## config.mk

```make
export PLATFORM = sky130hd
export DESIGN_NAME = sgpa_ctrl
export DESIGN_NICKNAME = d
export VERILOG_FILES = /design/src/sgpa_pkg.sv /design/src/sgpa_ctrl.sv
export SDC_FILE = /design/constraint.sdc
export NUM_CORES = 1
export LEC_CHECK = 0
export BUFFER_PORTS_ARGS = -buffer_cell sky130_fd_sc_hd__buf_2
export CAP_MARGIN = 20
export CELL_PAD_IN_SITES_DETAIL_PLACEMENT = 1
export CELL_PAD_IN_SITES_GLOBAL_PLACEMENT = 1
export CORE_MARGIN = 4
export CORE_UTILIZATION = 34
export DETAILED_ROUTE_END_ITERATION = 16
export GPL_ROUTABILITY_DRIVEN = 0
export GPL_TIMING_DRIVEN = 0
export PLACE_DENSITY = 0.91
export SETUP_SLACK_MARGIN = 0.05
export SYNTH_ARGS = -nofsm -noshare
export SYNTH_HDL_FRONTEND = slang
export SYNTH_SLANG_ARGS = --single-unit
```

## constraint.sdc

```tcl
create_clock -name clk -period 2.52 [get_ports clk]
set_clock_uncertainty 0.15 [all_clocks]
set_input_delay 0.252 -clock clk [delete_from_list [all_inputs] [get_ports clk]]
set_output_delay 0.252 -clock clk [all_outputs]
set_load 0.005 [all_outputs]
```

## src/sgpa_pkg.sv

```systemverilog
`timescale 1ns / 1ps
// ---------------------------------------------------------------------------
// sgpa_pkg
// Shared types, constants and trig table for the projection accumulator.
// ---------------------------------------------------------------------------
`default_nettype none

package sgpa_pkg;

    localparam int DEF_NODE_COUNT = 1024;
    localparam int DEF_BAND_COUNT = 9;
    localparam int GRID_SIDE      = 32;

    localparam int IDX_W   = 10;
    localparam int BAND_W  = 4;
    localparam int CFG_W   = 11;
    localparam int COEF_W  = 32;
    localparam int SMP_W   = 16;

    localparam logic signed [20:0] K_Y00   = 21'sd4622;
    localparam logic signed [20:0] K_L1    = 21'sd8005;
    localparam logic signed [20:0] K_L2A   = 21'sd17900;
    localparam logic signed [20:0] K_L2B   = 21'sd35801;
    localparam logic signed [17:0] K_THIRD = 18'sd5461;
    localparam logic signed [17:0] K_SCALE = 18'sd6554;
    localparam logic signed [17:0] K_ONE   = 18'sd16384;

    localparam logic [2:0] ADDR_ACTIVE_NODES = 3'd0;

    typedef enum logic [3:0] {
        ST_CLEAR, ST_IDLE, ST_SCALE, ST_A1, ST_B1, ST_B2,
        ST_C1, ST_C2, ST_CC, ST_Y, ST_INC, ST_ACC
    } state_t;

    typedef enum logic [3:0] {
        OP_NONE, OP_CLEAR, OP_LOAD, OP_SCALE, OP_A1, OP_B1, OP_B2,
        OP_C1, OP_C2, OP_CC, OP_Y, OP_INC, OP_ACC
    } op_t;

    typedef struct packed {
        op_t               op;
        logic [BAND_W-1:0] band;
        logic              last;
    } cmd_t;

    typedef struct packed {
        logic clear_last;
    } status_t;

    // sin(m*pi/32) in q1.14, m modulo 64
    function automatic logic signed [17:0] sin_at(input logic [5:0] m);
        logic [14:0] v;
        case (m[4:0])
            5'd0:  v = 15'd0;     5'd1:  v = 15'd1606;  5'd2:  v = 15'd3196;
            5'd3:  v = 15'd4756;  5'd4:  v = 15'd6270;  5'd5:  v = 15'd7723;
            5'd6:  v = 15'd9102;  5'd7:  v = 15'd10394; 5'd8:  v = 15'd11585;
            5'd9:  v = 15'd12665; 5'd10: v = 15'd13623; 5'd11: v = 15'd14449;
            5'd12: v = 15'd15137; 5'd13: v = 15'd15679; 5'd14: v = 15'd16069;
            5'd15: v = 15'd16305; 5'd16: v = 15'd16384; 5'd17: v = 15'd16305;
            5'd18: v = 15'd16069; 5'd19: v = 15'd15679; 5'd20: v = 15'd15137;
            5'd21: v = 15'd14449; 5'd22: v = 15'd13623; 5'd23: v = 15'd12665;
            5'd24: v = 15'd11585; 5'd25: v = 15'd10394; 5'd26: v = 15'd9102;
            5'd27: v = 15'd7723;  5'd28: v = 15'd6270;  5'd29: v = 15'd4756;
            5'd30: v = 15'd3196;  5'd31: v = 15'd1606;
            default: v = 15'd0;
        endcase
        return m[5] ? -$signed({3'b000, v}) : $signed({3'b000, v});
    endfunction

endpackage

`default_nettype wire

```

## src/sgpa_ctrl.sv

```systemverilog
`timescale 1ns / 1ps
// ---------------------------------------------------------------------------
// sgpa_ctrl
// Sequencer: memory clear, basis setup steps, then three steps per band.
// ---------------------------------------------------------------------------
`default_nettype none

module sgpa_ctrl #(
    parameter int NODE_COUNT = 1024,
    parameter int BAND_COUNT = 9
) (
    input  wire logic                         clk,
    input  wire logic                         rst_n,
    input  wire logic                         start,
    input  wire logic [sgpa_pkg::IDX_W-1:0]   sample_index,
    input  wire logic [sgpa_pkg::CFG_W-1:0]   active_nodes,
    input  wire sgpa_pkg::status_t            status,
    output sgpa_pkg::cmd_t                    cmd,
    output logic                              busy
);
    import sgpa_pkg::*;

    state_t            state_reg, state_next;
    logic [BAND_W-1:0] band_reg, band_next;
    logic              last;
    logic              take;

    assign last = (band_reg == BAND_W'(BAND_COUNT - 1));
    assign take = start && (state_reg == ST_IDLE)
                  && ({1'b0, sample_index} < active_nodes)
                  && ({1'b0, sample_index} < CFG_W'(NODE_COUNT));

    always_comb
    begin
        state_next = state_reg;
        band_next  = band_reg;
        case (state_reg)
            ST_CLEAR:
            begin
                if (status.clear_last)
                begin
                    state_next = ST_IDLE;
                end
            end
            ST_IDLE:
            begin
                if (take)
                begin
                    state_next = ST_SCALE;
                    band_next  = '0;
                end
            end
            ST_SCALE: state_next = ST_A1;
            ST_A1:    state_next = ST_B1;
            ST_B1:    state_next = ST_B2;
            ST_B2:    state_next = ST_C1;
            ST_C1:    state_next = ST_C2;
            ST_C2:    state_next = ST_CC;
            ST_CC:    state_next = ST_Y;
            ST_Y:     state_next = ST_INC;
            ST_INC:   state_next = ST_ACC;
            ST_ACC:
            begin
                if (last)
                begin
                    state_next = ST_IDLE;
                end
                else
                begin
                    state_next = ST_Y;
                    band_next  = band_reg + BAND_W'(1);
                end
            end
            default:  state_next = ST_IDLE;
        endcase
    end

    always_comb
    begin
        cmd.band = band_reg;
        cmd.last = last;
        case (state_reg)
            ST_CLEAR: cmd.op = OP_CLEAR;
            ST_IDLE:  cmd.op = OP_LOAD;
            ST_SCALE: cmd.op = OP_SCALE;
            ST_A1:    cmd.op = OP_A1;
            ST_B1:    cmd.op = OP_B1;
            ST_B2:    cmd.op = OP_B2;
            ST_C1:    cmd.op = OP_C1;
            ST_C2:    cmd.op = OP_C2;
            ST_CC:    cmd.op = OP_CC;
            ST_Y:     cmd.op = OP_Y;
            ST_INC:   cmd.op = OP_INC;
            ST_ACC:   cmd.op = OP_ACC;
            default:  cmd.op = OP_NONE;
        endcase
        busy = (state_reg != ST_IDLE);
    end

    always_ff @(posedge clk or negedge rst_n)
    begin
        if (!rst_n)
        begin
            state_reg <= ST_CLEAR;
            band_reg  <= '0;
        end
        else
        begin
            state_reg <= state_next;
            band_reg  <= band_next;
        end
    end

endmodule

`default_nettype wire

```

==> flow_metrics.tcl, run 1 <==
set metrics [dict create \
    status "finished clean" \
    yosysTopAreaCell "dfrtp_1" \
    final_area_sq_mm 0.00109 \
    synth.top_cells.by_count "16 x ha_1, 14 x inv_1, 9 x nor2_1" \
    area_growth_syn_to_layout_pct 27.8 \
    multi_input_area_sq_um 579 \
    worst_r2r_endpoint "state_reg[0]$_DFFE_PN0P_" \
    die_area_sq_mm 0.00338 \
    grt_usage_pct 14.5 \
    synth_flop_cell "dfrtp_1" \
    syn_nets 142 \
    antenna_left 0 \
    p_total_uw 853 \
    num-nets-final 182 \
    vias 844 \
    end_kind "flop" \
    clk_pin_slew_worst_paths_ns 0.06 \
    fillers 313 \
    drv_slew 0 \
    cts_tree "built" \
    port_buffers 34 \
    grt_pass1_wl_um 3910 \
    first_pass_iters 3 \
    routedWlPerCell_um 14.1 \
    grt_pass1_vias 944 \
    syn_area_per_cell_sq_um 8.47 \
    first_iter_violations 2 \
    synth_most_common_cell "ha_1" \
    setup_viol 0 \
    dp_hpwl_um 2080 \
    ys_seq_area_share_pct 23.4 \
    leakagePower_nw 0.595 \
    syn_inst 101 \
    ir_worst_vdd_mv 0.490 \
    final_layout_size_suffix_gt1_share_pct 34.5 \
    syn_area_sq_um 856 \
    die_x_um 58.2 \
    regToRegStartpoint "state_reg[0]$_DFFE_PN0P_" \
    p_per_area_mw_per_mm2 780 \
    yosysWarnings 0 \
    synth_top_area_share_pct 23.4 \
    crit_arrival_ns 2.23 \
    drt-vias-per-instance 5.05 \
    numCtsBuffers 3 \
    worstMarginPinSlew_ns 0.366 \
    grt_max_degree 11 \
    num_rows 17 \
    hold_viol_final 0 \
    final.setup.tns_ns 0 \
    postSynth.asyncResetShare_pct 100 \
    clock_latency_ns 0.25 \
    ctsHtreeMaxLevel 1 \
    drcViolationCount 0 \
    grt-ovfl-total 0 \
    fin_crit_sh_pct 89.8 \
    hp-class "input pin to asynchronous set/reset pin" \
    rsz0062_at_grt "no" \
    max_cap_violations 0 \
    cts_setup_buffers 0 \
    core_sq_mm 0.00230 \
    cp-start-kind "flop" \
    reg2reg_depth 7 \
    fmax_mhz 442 \
    maxSlewHeadroom_pct 75.4 \
    required_ns 2.49 \
    clock_path_buffers 2 \
    path_max_fanout 6 \
    worstSetupPathType "flop to flop" \
    synth-edff-count 0 \
    r2r_slack_ns 0.26 \
    placed_cell_area_sq_mm 0.00106 \
    cts.sinks 8 \
    diodes 0 \
    regArea_sq_um 200 \
    drt_wl_total_um 2360 \
    period_needed_ns 2.26 \
    antenna_found_initial 0 \
    synth_area_leaders "dfrtp_1 23%, ha_1 23%, inv_1 6.1%" \
    synthDistinctLibCells 31 \
    die_h_um 58.2 \
    synth_seq_cells 8 \
    initial_utilization_pct 37.3 \
    io_pins 35 \
    root_buffer "clkbuf_4" \
]
==> routing by layer <==
| metal | wire (um) | global-route usage (%) | share of wire, % | vias up |
|---|---|---|---|---|
| met2 | 1300 | 28.7 | 55 | 26 |
| met4 | 7 | 4.30 | 0.30 | 0 |
| li1 | - | - | - | 421 |
| met5 | 0 | 0 | 0 | - |
| met3 | 183 | 3.56 | 7.8 | 2 |
| met1 | 873 | 14.7 | 37 | 395 |
==> per-stage QoR <==
step | cells | util [%] | setup WS (ns) | hold slack [ns]
after floorplan | 101 | - | 0.455 | -0.194
after global placement | 163 | 46.2 | 0.329 | -0.0523
after detailed placement | 163 | 46.2 | 0.261 | -0.0489
after CTS | 167 | 47.6 | 0.246 | 0.221
after global routing | 167 | 47.6 | 0.157 | 0.240
final | 167 | 47.6 | 0.258 | 0.222
==> report_power, final <==
group | switching, mW | internal, mW
Sequential | 0.0395 | 0.170
Combinational | 0.293 | 0.254
Clock | 0.0417 | 0.0544
==> logic make-up (layout without fill, tap and decap cells) <==
logic type	after synthesis	after routing	share of synthesized area, %
XOR/XNOR	2	2	2.05
buffers and inverters	17	55	8.92
multiplexers	6	6	7.60
flip-flops	8	8	23.4
adder cells (fa/ha/maj)	16	16	23.4
AO/OA/AOI/OAI	20	20	15.8
AND/OR/NAND/NOR	32	32	18.9
==> cells in the final DEF, fill, tap and decap left out, drive strengths merged, types with 2 or more instances in the layout <==
cell    Yosys  routed
clkbuf      0       3
a21oi       7       7
nand3       3       3
nor3        2       2
and2        2       2
nor2        9       9
mux2        4       4
inv        14      14
nand2       8       8
o21ai       6       6
nor2b       2       2
buf         3      37
mux2i       2       2
ha         16      16
nand2b      3       3
dfrtp       8       8
==> worst max-delay path, stage by stage (launching register included) <==
cell and delay [ns]:
dfrtp_1 0.43, inv_1 0.11, ha_1 0.19, or4b_4 0.47, o311ai_1 0.12, a21oi_2 0.06, a21oi_2 0.25, mux2_1 0.36
==> timing repair <==
action                                  CTS  global route
resized for setup                         0             0
endpoints found under the hold margin     8             0
hold buffers                              1             0
endpoints found under the setup margin    0             0
==> cell type report <==
cell class	count	share of cell area, %
Tap cell	28	3.20
Clock buffer	3	2.06
Inverter	14	4.81
Buffer	3	2.17
Multi-Input combinational cell	76	53.0
Sequential cell	8	18.3
Timing Repair Buffer	35	16.5
==> how the worst max path moves through the flow <==
| stage | to | cells past startpoint | from | slack (ns) |
|---|---|---|---|---|
| final | state_reg[0]$_DFFE_PN0P_ | 7 | state_reg[0]$_DFFE_PN0P_ | 0.26 |
| after global routing | state_reg[0]$_DFFE_PN0P_ | 7 | state_reg[0]$_DFFE_PN0P_ | 0.16 |
| after CTS | state_reg[0]$_DFFE_PN0P_ | 7 | state_reg[0]$_DFFE_PN0P_ | 0.25 |
| after detailed placement | state_reg[0]$_DFFE_PN0P_ | 7 | state_reg[0]$_DFFE_PN0P_ | 0.26 |
| after global placement | state_reg[0]$_DFFE_PN0P_ | 7 | state_reg[0]$_DFFE_PN0P_ | 0.33 |
| after floorplan | state_reg[0]$_DFFE_PN0P_ | 7 | state_reg[0]$_DFFE_PN0P_ | 0.46 |
Power figures use the tool's default switching activity.
==> run 2, diff against run 1 <==
--- a/config.mk
+++ b/config.mk
@@ -5,16 +5,17 @@
 export SDC_FILE = /design/constraint.sdc
 export NUM_CORES = 1
 export LEC_CHECK = 0
+export ABC_AREA = 1
 export BUFFER_PORTS_ARGS = -buffer_cell sky130_fd_sc_hd__buf_2
 export CAP_MARGIN = 20
 export CELL_PAD_IN_SITES_DETAIL_PLACEMENT = 1
 export CELL_PAD_IN_SITES_GLOBAL_PLACEMENT = 1
 export CORE_MARGIN = 4
-export CORE_UTILIZATION = 34
+export CORE_UTILIZATION = 32
 export DETAILED_ROUTE_END_ITERATION = 16
 export GPL_ROUTABILITY_DRIVEN = 0
 export GPL_TIMING_DRIVEN = 0
-export PLACE_DENSITY = 0.91
+export PLACE_DENSITY = 0.83
 export SETUP_SLACK_MARGIN = 0.05
 export SYNTH_ARGS = -nofsm -noshare
 export SYNTH_HDL_FRONTEND = slang
==> run 2 against run 1 <==
Final cell count increased by 29%. Clock power increased by 1%. Global-route usage decreased by 0.75 points. Power decreased by 1.3%. Flip-flop and latch count unchanged. Highest routed layer unchanged.
==> flow_metrics.tcl, run 2 <==
set metrics [dict create \
    leakagePower_nw 0.769 \
    port_buffers 34 \
    numCtsBuffers 3 \
    p_total_uw 841 \
    path_max_fanout 6 \
    final_area_sq_mm 0.00117 \
    postCtsResizedCells 0 \
    dp_hpwl_um 2180 \
    p_int_uw 432 \
    switching_power_uw 409 \
    postSynth.asyncResetShare_pct 100 \
    core_sq_mm 0.00276 \
    clock_path_buffers 2 \
    drcViolationCount 0 \
    p_sw_share_pct 48.7 \
    io_pins 35 \
    num_rows 19 \
    die_h_um 61.9 \
    synth.top_cells.by_count "45 x nand2_1, 30 x inv_1, 17 x nor2_1" \
    synth_area_leaders "dfrtp_1 22%, ha_1 22%, nand2_1 18%" \
    p_seq_share_pct 25.6 \
    cts_tree "built" \
    cp_slowest_cell "dfrtp_1" \
    fin_ws_ns 0.730 \
    grt_usage_pct 13.8 \
    max_cap_violations 0 \
    routedWlPerCell_um 11.7 \
    grt_max_degree 9 \
    syn_nets 187 \
    worstMarginPinSlew_ns 0.269 \
    required_ns 2.56 \
    ctsHtreeMaxLevel 1 \
    drt-vias-per-instance 4.65 \
    final_cell_mix "45 x nand2_1, 34 x buf_2, 30 x inv_1" \
    die_x_um 61.9 \
    pwr-share-comb_pct 62.8 \
    reg2reg_depth 9 \
    critPathMaxStageDelay_ns 0.45 \
    area_growth_syn_to_layout_pct 25.9 \
    clock_latency_ns 0.26 \
    crit_chain "inv_1 -> ha_1 -> o21ai_0 -> nand2_1 -> nor2_1 -> nand2_1 -> nand2_1 -> nand3_1 -> nand2_1" \
    synth_top_area_share_pct 21.5 \
    period_needed_ns 1.79 \
    syn_inst 146 \
    final_common_cell "nand2_1" \
    root_buffer "clkbuf_4" \
    cpMostUsedCell "nand2_1" \
    maxSlewHeadroom_pct 82.1 \
    syn_area_per_cell_sq_um 6.38 \
    rsz0062_at_grt "no" \
    dpl_worst_slack_ns 0.716 \
    synth-edff-count 0 \
    first_pass_iters 4 \
    num-nets-final 227 \
    initial_utilization_pct 33.8 \
    synth_most_common_cell "nand2_1" \
    antenna_found_initial 0 \
    cts_setup_buffers 0 \
    synth_flop_cell "dfrtp_1" \
    synthDistinctLibCells 20 \
    grt_pass1_wl_um 4020 \
    grt-ovfl-total 0 \
    drv_slew 0 \
    placed_cell_area_sq_mm 0.00114 \
    antenna_left 0 \
    die_area_sq_mm 0.00384 \
    fmax_mhz 559 \
    yosysTopAreaCell "dfrtp_1" \
    p_per_area_mw_per_mm2 717 \
    final.setup.tns_ns 0 \
    hp-class "input pin to asynchronous set/reset pin" \
    drt_wl_total_um 2510 \
    cp-start-kind "flop" \
    fin_util_pct 42.5 \
    vias 999 \
    ir_worst_vdd_mv 0.588 \
    final_layout_size_suffix_gt1_share_pct 25.0 \
    first_iter_violations 23 \
    clk_pin_slew_worst_paths_ns 0.06 \
    diodes 0 \
    hold_viol_final 0 \
    crit_arrival_ns 1.83 \
    worstSetupPathType "flop to flop" \
    fin_crit_sh_pct 71.0 \
    status "finished clean" \
    yosysWarnings 0 \
    cts.sinks 8 \
    setup_viol 0 \
    ys_seq_area_share_pct 21.5 \
    synth_seq_cells 8 \
    p_clk_share_pct 11.6 \
    end_kind "flop" \
    syn_area_sq_um 931 \
    grt_pass1_vias 990 \
]
[run 2: cell types whose count changed in the layout (fill, tap and decap cells not counted), sizes merged, moves of 2 or more]
cell | previous run | this run
mux2 | 4 | 0
a21oi | 7 | 3
nand3 | 3 | 9
nand2 | 8 | 50
nor2b | 2 | 0
inv | 14 | 31
buf | 37 | 35
and2 | 2 | 0
o21ai | 6 | 3
nor2 | 9 | 18
nand2b | 3 | 0
mux2i | 2 | 0
[run 2: power groups by stage]
stage | combinational (mW) | clock, mW | sequential [mW]
finish | 0.528 | 0.0974 | 0.215
floorplan | 0.367 | 0 | 0.204
CTS | 0.541 | 0.0994 | 0.217
global placement | 0.501 | 0 | 0.213
detailed placement | 0.538 | 0 | 0.219
global route | 0.612 | 0.109 | 0.224
[run 2: kinds of logic after synthesis]
| logic type | after synthesis | share of synthesized area (%) |
|---|---|---|
| flip-flops | 8 | 21.5 |
| XOR/XNOR | 2 | 1.88 |
| AND/OR/NAND/NOR | 81 | 37.9 |
| adder cells (fa/ha/maj) | 16 | 21.5 |
| AO/OA/AOI/OAI | 7 | 3.90 |
| buffers and inverters | 32 | 13.3 |
[run 2: final timing paths]
kind | from | end | slack (ns)
worst max-delay path | state_reg[0]$_DFFE_PN0P_ | state_reg[0]$_DFFE_PN0P_ | 0.73
worst min-delay path | rst_n | band_reg[3]$_DFFE_PN0P_ | 0.21
worst max register to register | state_reg[0]$_DFFE_PN0P_ | state_reg[0]$_DFFE_PN0P_ | 0.73
worst min register to register | band_reg[3]$_DFFE_PN0P_ | band_reg[3]$_DFFE_PN0P_ | 0.41
max in group asynchronous | rst_n | band_reg[1]$_DFFE_PN0P_ | 1.82
min in group clk | status | state_reg[1]$_DFFE_PN0P_ | 0.25
[run 2: final cells by class]
class | instances | area, sq um
Fill cell | 388 | 1590
Multi-Input combinational cell | 106 | 607
Timing Repair Buffer | 35 | 180
Clock buffer | 3 | 22.5
Buffer | 1 | 7.51
Tap cell | 31 | 38.8
Sequential cell | 8 | 200
Inverter | 31 | 116
[run 2: worst max-delay path, delay by kind of cell, from the launching register on]
family          cells  cell delay (ns)
compound gates      1             0.26
fa+ha+maj           1             0.26
buf+inv             1             0.11
flops               1             0.45
simple gates        6             0.51
[run 2: metal layers]
| layer | up-vias | part of all wire [%] | global-route usage (%) |
|---|---|---|---|
| li1 | 516 | - | - |
| met1 | 460 | 40 | 14.9 |
| met2 | 21 | 55 | 27.5 |
| met3 | 2 | 4.6 | 3.31 |
| met4 | 0 | 0.48 | 1.52 |
| met5 | - | 0 | 0 |
[run 2: per-stage QoR]
| step | instances | hold WS (ns) |
|---|---|---|
| 2_1_floorplan | 146 | -0.194 |
| 3_3_place_gp | 211 | -0.0458 |
| 3_5_place_dp | 211 | -0.0416 |
| 4_1_cts | 215 | 0.221 |
| 5_1_grt | 215 | 0.223 |
| 6_report | 215 | 0.214 |
[run 2: timing repair]
item,CTS,global route
hold endpoints to repair,8,0
endpoints found under the setup margin,0,0
hold buffers,1,0
